File: config.mk
export PLATFORM = sky130hd
export DESIGN_NAME = rx_frame_descriptor_ring_top
export DESIGN_NICKNAME = d
export VERILOG_FILES = /design/src/rtl/rfdr_pkg.sv /design/src/rtl/rx_frame_descriptor_ring_top.sv /design/src/rtl/rfdr_ctrl.sv /design/src/rtl/rfdr_datapath.sv
export SDC_FILE = /design/constraint.sdc
export NUM_CORES = 1
export LEC_CHECK = 0
export ABC_AREA = 0
export BUFFER_PORTS_ARGS = -buffer_cell sky130_fd_sc_hd__buf_2
export CAP_MARGIN = 20
export CORE_ASPECT_RATIO = 1.5
export CORE_MARGIN = 1.5
export CORE_UTILIZATION = 55
export DETAILED_ROUTE_END_ITERATION = 16
export PLACE_DENSITY = 0.86
export REMOVE_ABC_BUFFERS = 1
export SLEW_MARGIN = 5
export SYNTH_ARGS = -nofsm -noshare
export SYNTH_HDL_FRONTEND = slang
export SYNTH_SLANG_ARGS = --single-unit
File: constraint.sdc
create_clock -name clk_i -period 5.8 [get_ports clk_i]
set_clock_uncertainty 0.2 [all_clocks]
set_input_delay 0.29 -clock clk_i [delete_from_list [all_inputs] [get_ports clk_i]]
set_output_delay 0.29 -clock clk_i [all_outputs]
set_load 0.02 [all_outputs]
File: src/rtl/rfdr_pkg.sv
// Shared types, constants and helpers of the receive frame descriptor ring.
package rfdr_pkg;

  // Buffer and ring geometry.
  localparam int BUFFER_BYTES = 2048;
  localparam int SLOT_COUNT   = 16;

  // Field widths.
  localparam int FILL_W  = $clog2(BUFFER_BYTES + 1);
  localparam int OFF_W   = $clog2(BUFFER_BYTES);
  localparam int LEN_W   = FILL_W;
  localparam int SLOT_W  = $clog2(SLOT_COUNT);
  localparam int CHUNK_W = 8;
  localparam int MAXF_W  = 12;
  localparam int CMP_W   = (FILL_W > MAXF_W) ? FILL_W : MAXF_W;

  // Reset value of the frame size threshold register.
  localparam logic [MAXF_W-1:0] MAX_FRAME_RESET = MAXF_W'(256);

  // Buffer limits at the fill count width.
  localparam logic [FILL_W-1:0] FILL_FULL = FILL_W'(BUFFER_BYTES);
  localparam logic [FILL_W-1:0] FILL_LAST = FILL_W'(BUFFER_BYTES - 1);

  // Item operation codes.
  localparam logic OP_CHUNK = 1'b0;
  localparam logic OP_POLL  = 1'b1;

  // Controller states.
  typedef enum logic {
    ST_IDLE,
    ST_POLL
  } state_e;

  // Commands from the controller to the datapath.
  typedef struct packed {
    logic chunk_en;  // Apply a received chunk and present its result.
    logic poll_rd;   // Read the descriptor at the read slot.
    logic poll_out;  // Present the poll result and advance the read slot on a hit.
  } ctrl_cmd_t;

  // Ring successor: slots wrap before the last one.
  function automatic logic [SLOT_W-1:0] next_slot(input logic [SLOT_W-1:0] s);
    logic [SLOT_W:0] n;
    n = {1'b0, s} + (SLOT_W+1)'(1);
    if (n >= (SLOT_W+1)'(SLOT_COUNT - 1)) begin
      n = '0;
    end
    return n[SLOT_W-1:0];
  endfunction

endpackage

File: src/rtl/rx_frame_descriptor_ring_top.sv
// Top level of the receive frame descriptor ring.
// A chunk item is taken in any cycle that busy_o is low and its result shows on the
// result ports with done_o in the next cycle, so chunks may follow back to back. A poll
// item goes through the registered read of the descriptor memory: busy_o is high
// in the cycle after the poll is taken and the result shows with done_o in the cycle
// after that. Every result is valid for exactly one cycle and must be taken then; the
// receiver cannot stall. The user must write the frame size threshold with cfg_we_i
// only while no item is in flight; the block itself does not enforce this.
module rx_frame_descriptor_ring_top (
  input  logic                         clk_i,
  input  logic                         rst_ni,
  input  logic                         start_i,
  output logic                         busy_o,
  input  logic                         op_i,
  input  logic [rfdr_pkg::CHUNK_W-1:0] chunk_bytes_i,
  input  logic                         frame_end_i,
  input  logic                         cfg_we_i,
  input  logic [rfdr_pkg::MAXF_W-1:0]  cfg_wdata_i,
  output logic                         done_o,
  output logic [rfdr_pkg::OFF_W-1:0]   write_offset_o,
  output logic                         frame_valid_o,
  output logic [rfdr_pkg::OFF_W-1:0]   frame_start_o,
  output logic [rfdr_pkg::LEN_W-1:0]   frame_length_o
);

  rfdr_pkg::ctrl_cmd_t cmd;

  // Sequencing of items.
  rfdr_ctrl u_ctrl (
    .clk_i   (clk_i),
    .rst_ni  (rst_ni),
    .start_i (start_i),
    .op_i    (op_i),
    .busy_o  (busy_o),
    .cmd_o   (cmd)
  );

  // Buffer bookkeeping and descriptor storage.
  rfdr_datapath u_dp (
    .clk_i          (clk_i),
    .rst_ni         (rst_ni),
    .cmd_i          (cmd),
    .chunk_bytes_i  (chunk_bytes_i),
    .frame_end_i    (frame_end_i),
    .cfg_we_i       (cfg_we_i),
    .cfg_wdata_i    (cfg_wdata_i),
    .done_o         (done_o),
    .write_offset_o (write_offset_o),
    .frame_valid_o  (frame_valid_o),
    .frame_start_o  (frame_start_o),
    .frame_length_o (frame_length_o)
  );

endmodule

File: src/rtl/rfdr_ctrl.sv
// Controller state machine that sequences chunk and poll items.
module rfdr_ctrl (
  input  logic               clk_i,
  input  logic               rst_ni,
  input  logic               start_i,
  input  logic               op_i,
  output logic               busy_o,
  output rfdr_pkg::ctrl_cmd_t cmd_o
);

  rfdr_pkg::state_e state_q, state_d;

  // State register.
  always_ff @(posedge clk_i or negedge rst_ni) begin
    if (!rst_ni) begin
      state_q <= rfdr_pkg::ST_IDLE;
    end else begin
      state_q <= state_d;
    end
  end

  // Next state and commands.
  always_comb begin
    state_d = state_q;
    cmd_o   = '0;
    busy_o  = 1'b0;
    case (state_q)
      rfdr_pkg::ST_IDLE: begin
        if (start_i) begin
          if (op_i == rfdr_pkg::OP_POLL) begin
            cmd_o.poll_rd = 1'b1;
            state_d       = rfdr_pkg::ST_POLL;
          end else begin
            cmd_o.chunk_en = 1'b1;
          end
        end
      end
      rfdr_pkg::ST_POLL: begin
        busy_o         = 1'b1;
        cmd_o.poll_out = 1'b1;
        state_d        = rfdr_pkg::ST_IDLE;
      end
      default: begin
        state_d = rfdr_pkg::ST_IDLE;
      end
    endcase
  end

endmodule

File: src/rtl/rfdr_datapath.sv
// Datapath: fill count, ring pointers, descriptor memory and result registers.
module rfdr_datapath (
  input  logic                              clk_i,
  input  logic                              rst_ni,
  input  rfdr_pkg::ctrl_cmd_t               cmd_i,
  input  logic [rfdr_pkg::CHUNK_W-1:0]      chunk_bytes_i,
  input  logic                              frame_end_i,
  input  logic                              cfg_we_i,
  input  logic [rfdr_pkg::MAXF_W-1:0]       cfg_wdata_i,
  output logic                              done_o,
  output logic [rfdr_pkg::OFF_W-1:0]        write_offset_o,
  output logic                              frame_valid_o,
  output logic [rfdr_pkg::OFF_W-1:0]        frame_start_o,
  output logic [rfdr_pkg::LEN_W-1:0]        frame_length_o
);

  localparam int ENTRY_W = rfdr_pkg::OFF_W + rfdr_pkg::LEN_W;

  // Control state.
  logic [rfdr_pkg::MAXF_W-1:0] max_frame_q;
  logic [rfdr_pkg::FILL_W-1:0] fill_q, fill_d;
  logic [rfdr_pkg::SLOT_W-1:0] wslot_q, rslot_q;
  logic [rfdr_pkg::OFF_W-1:0]  open_start_q, open_start_d;
  logic                        hit_q;
  logic                        done_q;

  // Descriptor memory and its registered read data.
  logic [ENTRY_W-1:0] desc_mem [rfdr_pkg::SLOT_COUNT];
  logic [ENTRY_W-1:0] rd_data_q;

  // Result registers.
  logic [rfdr_pkg::OFF_W-1:0] woff_q;
  logic                       fvalid_q;
  logic [rfdr_pkg::OFF_W-1:0] fstart_q;
  logic [rfdr_pkg::LEN_W-1:0] flen_q;

  // Chunk arithmetic.
  logic [rfdr_pkg::FILL_W:0]   sum;
  logic [rfdr_pkg::FILL_W-1:0] sat;
  logic [rfdr_pkg::FILL_W-1:0] open_ext;
  logic [rfdr_pkg::LEN_W-1:0]  close_len;
  logic [rfdr_pkg::FILL_W-1:0] room;
  logic                        keep_fill;
  logic [rfdr_pkg::OFF_W-1:0]  offset;

  // Saturating fill advance, closing length and the next frame start.
  always_comb begin
    sum      = {1'b0, fill_q} + (rfdr_pkg::FILL_W+1)'(chunk_bytes_i);
    sat      = (sum > {1'b0, rfdr_pkg::FILL_FULL}) ? rfdr_pkg::FILL_FULL
                                                   : sum[rfdr_pkg::FILL_W-1:0];
    open_ext = rfdr_pkg::FILL_W'(open_start_q);
    close_len = (sat >= open_ext) ? rfdr_pkg::LEN_W'(sat - open_ext) : '0;
    room      = rfdr_pkg::FILL_FULL - sat;
    keep_fill = (sat < rfdr_pkg::FILL_FULL) &&
                (rfdr_pkg::CMP_W'(room) >= rfdr_pkg::CMP_W'(max_frame_q));
    offset    = (fill_q > rfdr_pkg::FILL_LAST) ? rfdr_pkg::FILL_LAST[rfdr_pkg::OFF_W-1:0]
                                               : fill_q[rfdr_pkg::OFF_W-1:0];
    fill_d       = sat;
    open_start_d = open_start_q;
    if (frame_end_i) begin
      if (keep_fill) begin
        open_start_d = sat[rfdr_pkg::OFF_W-1:0];
      end else begin
        open_start_d = '0;
        fill_d       = '0;
      end
    end
  end

  // Threshold register, fill count, ring pointers and the open frame start.
  always_ff @(posedge clk_i or negedge rst_ni) begin
    if (!rst_ni) begin
      max_frame_q  <= rfdr_pkg::MAX_FRAME_RESET;
      fill_q       <= '0;
      wslot_q      <= '0;
      rslot_q      <= '0;
      open_start_q <= '0;
      hit_q        <= 1'b0;
      done_q       <= 1'b0;
    end else begin
      done_q <= cmd_i.chunk_en | cmd_i.poll_out;
      if (cfg_we_i) begin
        max_frame_q <= cfg_wdata_i;
      end
      if (cmd_i.chunk_en) begin
        fill_q       <= fill_d;
        open_start_q <= open_start_d;
        if (frame_end_i) begin
          wslot_q <= rfdr_pkg::next_slot(wslot_q);
        end
      end
      if (cmd_i.poll_rd) begin
        hit_q <= (rslot_q != wslot_q);
      end
      if (cmd_i.poll_out && hit_q) begin
        rslot_q <= rfdr_pkg::next_slot(rslot_q);
      end
    end
  end

  // Descriptor memory: written when a frame closes, read on a poll.
  always_ff @(posedge clk_i) begin
    if (cmd_i.chunk_en && frame_end_i) begin
      desc_mem[wslot_q] <= {open_start_q, close_len};
    end
    if (cmd_i.poll_rd) begin
      rd_data_q <= desc_mem[rslot_q];
    end
  end

  // Result registers for both item kinds.
  always_ff @(posedge clk_i) begin
    if (cmd_i.chunk_en) begin
      woff_q   <= offset;
      fvalid_q <= 1'b0;
      fstart_q <= '0;
      flen_q   <= '0;
    end else if (cmd_i.poll_out) begin
      woff_q   <= '0;
      fvalid_q <= hit_q;
      fstart_q <= hit_q ? rd_data_q[ENTRY_W-1 -: rfdr_pkg::OFF_W] : '0;
      flen_q   <= hit_q ? rd_data_q[rfdr_pkg::LEN_W-1:0] : '0;
    end
  end

  assign done_o         = done_q;
  assign write_offset_o = woff_q;
  assign frame_valid_o  = fvalid_q;
  assign frame_start_o  = fstart_q;
  assign frame_length_o = flen_q;

endmodule

==> out/summary.txt <==
Final worst path period share -> 0.975
CP arrival -> 5.70 ns
Clock Pin Slew Worst Setup and Hold Paths -> 0.07 ns
DRT iter0 DRCs -> 1444
Pwr dens -> 595 nW/um^2
Fin. Hold Viols -> 0
Clk_lat worst skew -> 0.56 ns
P_leak -> 0.00795 uW
Max Fclk -> 177 MHz
I/O Buffers -> 62
Root Buffer -> clkbuf_16
Post-DP Area -> 20700 um^2
Layout cells sized above 1 -> 0.273
Min-delay worst type -> in2async
Vias in the first global route -> 11700
CP max FO -> 16
Max cap viols -> 0
Setup crit end kind -> flip-flop
Finished Cell Area -> 22700 um^2
Synth Cell Area -> 19600 um^2
Final Max Tran Viols -> 0
Critical Path Start Type -> flip-flop
Worst-Margin Slew -> 1.05 ns
H-Tree Depth -> 2
Antenna Nets Post-Route -> 0
Utilization after layout -> 0.646
Clock Tree Buf Depth -> 3
FP Rows -> 84
Yosys warns -> 0
Post-Syn Instances -> 1122
Vias per cell -> 6.35
Die H -> 234 um
Initial antenna violation count -> 0
CTS tree -> done
Asr flop ratio synth -> 0.0975
Starting density of the core -> 0.558
Final setup fails -> 0
ANT cells -> 0
Outcome -> complete, no violations
Post-DP HPWL -> 26300 um
TritonCTS Buffers -> 42
First-pass GRT wire length -> 70200 um
Die X -> 157 um
Count of cell types in the netlist -> 73
Core area -> 35100 um^2
Slew Limit Headroom -> 0.299
Drt drc -> 0
WL final -> 46700 um
Grt total ovfl -> 0
Fin nets -> 1329
Number of synthesized flops with an enable pin -> 402
Die area -> 36700 um^2
CTS sink cnt -> 472
Area growth, synth to finish -> 15.9%
Routed len/inst -> 26.4 um
IO Pins -> 63
Register bit total from synthesis -> 472
GRT Overall Usage -> 0.263
Post-Route Setup TNS -> 0 ns
Worst endpoint required time -> 5.84 ns
Power Total -> 13500 uW
First-pass DRT Iterations -> 5
Sequential-to-total area share from yosys stat -> 0.700
Largest net degree at the start of global routing -> 68
RePlAce Congestion -> 0.912
Critical path class -> reg2reg
Syn_area_per_cell -> 17.4 um^2
Minimum clock period -> 5.65 ns
Peak supply drop -> 0.456 mV
Vias -> 11200
Post-synth top flop -> edfxtp_1
## synthesized netlist by cell type (4+ instances only)
cell / count / share of area
a21o_1: 5 / 0.0019
o21a_1: 4 / 0.0015
mux4_2: 115 / 0.13
buf_1: 10 / 0.0019
inv_1: 40 / 0.0077
nor4_1: 5 / 0.0016
ha_1: 38 / 0.024
nand3_1: 10 / 0.0026
a22o_1: 18 / 0.0081
dfxtp_1: 24 / 0.025
a21oi_1: 37 / 0.0095
clkbuf_1: 34 / 0.0065
nor2b_1: 29 / 0.0093
o31ai_1: 4 / 0.0015
and2_1: 7 / 0.0022
xnor2_1: 12 / 0.0054
buf_2: 6 / 0.0015
nand4_1: 6 / 0.0019
nor3_1: 12 / 0.0031
nor2_1: 93 / 0.018
o21ai_0: 37 / 0.0095
nand2_1: 41 / 0.0079
nand2b_1: 6 / 0.0019
edfxtp_1: 402 / 0.62
xor2_1: 10 / 0.0045
o22ai_1: 5 / 0.0016
o211ai_1: 5 / 0.0019
dfrtp_1: 45 / 0.058
## registers in the layout (all words and copies together) (netlist names)
register	flops
u_dp.wslot_q	4
u_dp.max_frame_q	12
u_dp.rslot_q	4
u_dp.frame_start_o	11
u_dp.frame_valid_o	1
u_ctrl.state_q	1
u_dp.write_offset_o	11
u_dp.frame_length_o	12
u_dp.hit_q	1
u_dp.open_start_q	11
u_dp.desc_mem	368
u_dp.fill_q	12
u_dp.done_o	1
u_dp.rd_data_q	23
## path summary, 6_finish.rpt
kind,startpoint,endpoint,slack (ns),cells past startpoint
hold / removal,rst_ni,u_dp.fill_q[5]$_DFFE_PN0P_,0.03,2
max in group asynchronous,rst_ni,u_dp.max_frame_q[8]$_DFFE_PN1P_,4.75,3
setup / recovery,u_dp.fill_q[0]$_DFFE_PN0P_,u_dp.desc_mem[12][2]$_DFFE_PP_,0.15,22
min in group clk_i,cfg_we_i,u_dp.max_frame_q[0]$_DFFE_PN0P_,0.06,2
hold reg to reg,u_dp.rd_data_q[6]$_DFFE_PP_,u_dp.frame_length_o[6]$_SDFFE_PP0P_,0.27,2
setup reg to reg,u_dp.fill_q[0]$_DFFE_PN0P_,u_dp.desc_mem[12][2]$_DFFE_PP_,0.15,22
## what timing repair did
action | CTS | global route
gates cloned | 0 | 1
hold endpoints to repair | 58 | 0
pin swaps | 0 | 5
setup endpoints to repair | 160 | 211
gates resized for setup | 5 | 31
buffers inserted | 0 | 4
hold buffers | 36 | 0
## cell families (layout without fill, tap and decap cells)
family | after synthesis | count (layout) | share of synthesized area
flops | 472 | 472 | 0.700
xor+xnor | 25 | 25 | 0.0123
fa+ha+maj | 40 | 40 | 0.0263
simple gates | 230 | 230 | 0.0578
mux | 119 | 119 | 0.135
compound gates | 144 | 144 | 0.0506
buf+inv | 92 | 267 | 0.0182
## layer usage
| layer | vias up | global-route usage | routed length, um | share of wire |
|---|---|---|---|---|
| met4 | 0 | 0.131 | 2370 | 0.051 |
| met1 | 5700 | 0.324 | 16400 | 0.35 |
| met2 | 678 | 0.456 | 24500 | 0.52 |
| met5 | - | 0 | 0 | 0 |
| met3 | 168 | 0.0375 | 3520 | 0.075 |
| li1 | 4689 | - | - | - |
## layout by cell type (no fill, tap or decap), types with 4 or more instances in the layout
master,Yosys,routed
clkinv_2,0,7
dfrtp_1,45,43
o31ai_1,4,4
inv_1,40,40
o211ai_1,5,5
and2_1,7,7
nor3_1,12,6
nand2b_1,6,4
ha_1,38,37
o22ai_1,5,5
buf_2,6,62
o21ai_0,37,36
o21a_1,4,4
nor2_1,93,81
a22o_1,18,18
nor2_2,0,6
xor2_1,10,10
nand4_1,6,6
dfxtp_1,24,24
clkbuf_1,34,6
xnor2_1,12,12
a21o_1,5,5
edfxtp_1,402,402
clkbuf_16,0,45
mux4_2,115,115
nor2_4,0,6
nand3_1,10,10
nor4_2,0,4
dlygate4sd3_1,0,36
buf_4,1,46
clkinvlp_4,0,7
nor3_2,0,4
clkbuf_8,0,6
a21oi_1,37,35
nand2_1,41,41
nor2b_1,29,28
## power by group
group	switching (uW)	total, uW	internal, uW	leakage (uW)
combinational	3070	5000	1930	0.00276
sequential	414	5610	5200	0.00450
clock	1240	2880	1640	0.000691
## metrics by stage
step | std cells | hold slack [ns] | setup WS (ns)
5_1_grt | 1770 | 0.0726 | -0.0753
2_1_floorplan | 1071 | -0.206 | -0.393
4_1_cts | 1762 | 0.0279 | -0.0537
3_5_place_dp | 1648 | 0.262 | -0.140
6_report | 1770 | 0.0349 | 0.147
3_3_place_gp | 1648 | 0.256 | 0.202
## worst max-delay path: stages (launching register included)
cell      delay [ns]
dfrtp_1         0.38
ha_1            0.21
inv_1           0.07
fa_1            0.46
nand2b_2        0.26
a21oi_4         0.24
o21a_1          0.14
o211ai_1        0.11
and2b_1         0.24
a41oi_4         0.25
nand2b_4        0.18
ha_1            0.18
inv_1           0.06
fa_1            0.40
a21o_1          0.19
a21oi_2         0.17
o21ai_0         0.15
o41a_1          0.36
o211ai_1        0.27
a21boi_2        0.15
nor3_4          0.32
buf_6           0.22
nor2_2          0.13
## layout make-up
cell class                 count  area (um^2)
multi-input combinational    558         5700
fill                        2294        12400
clock buffer                  57         1230
tap                          473          592
timing repair buffer         148         1090
inverter                      41          154
clock inverter                21          208
sequential                   472        13700
Power figures use the tool's default switching activity.
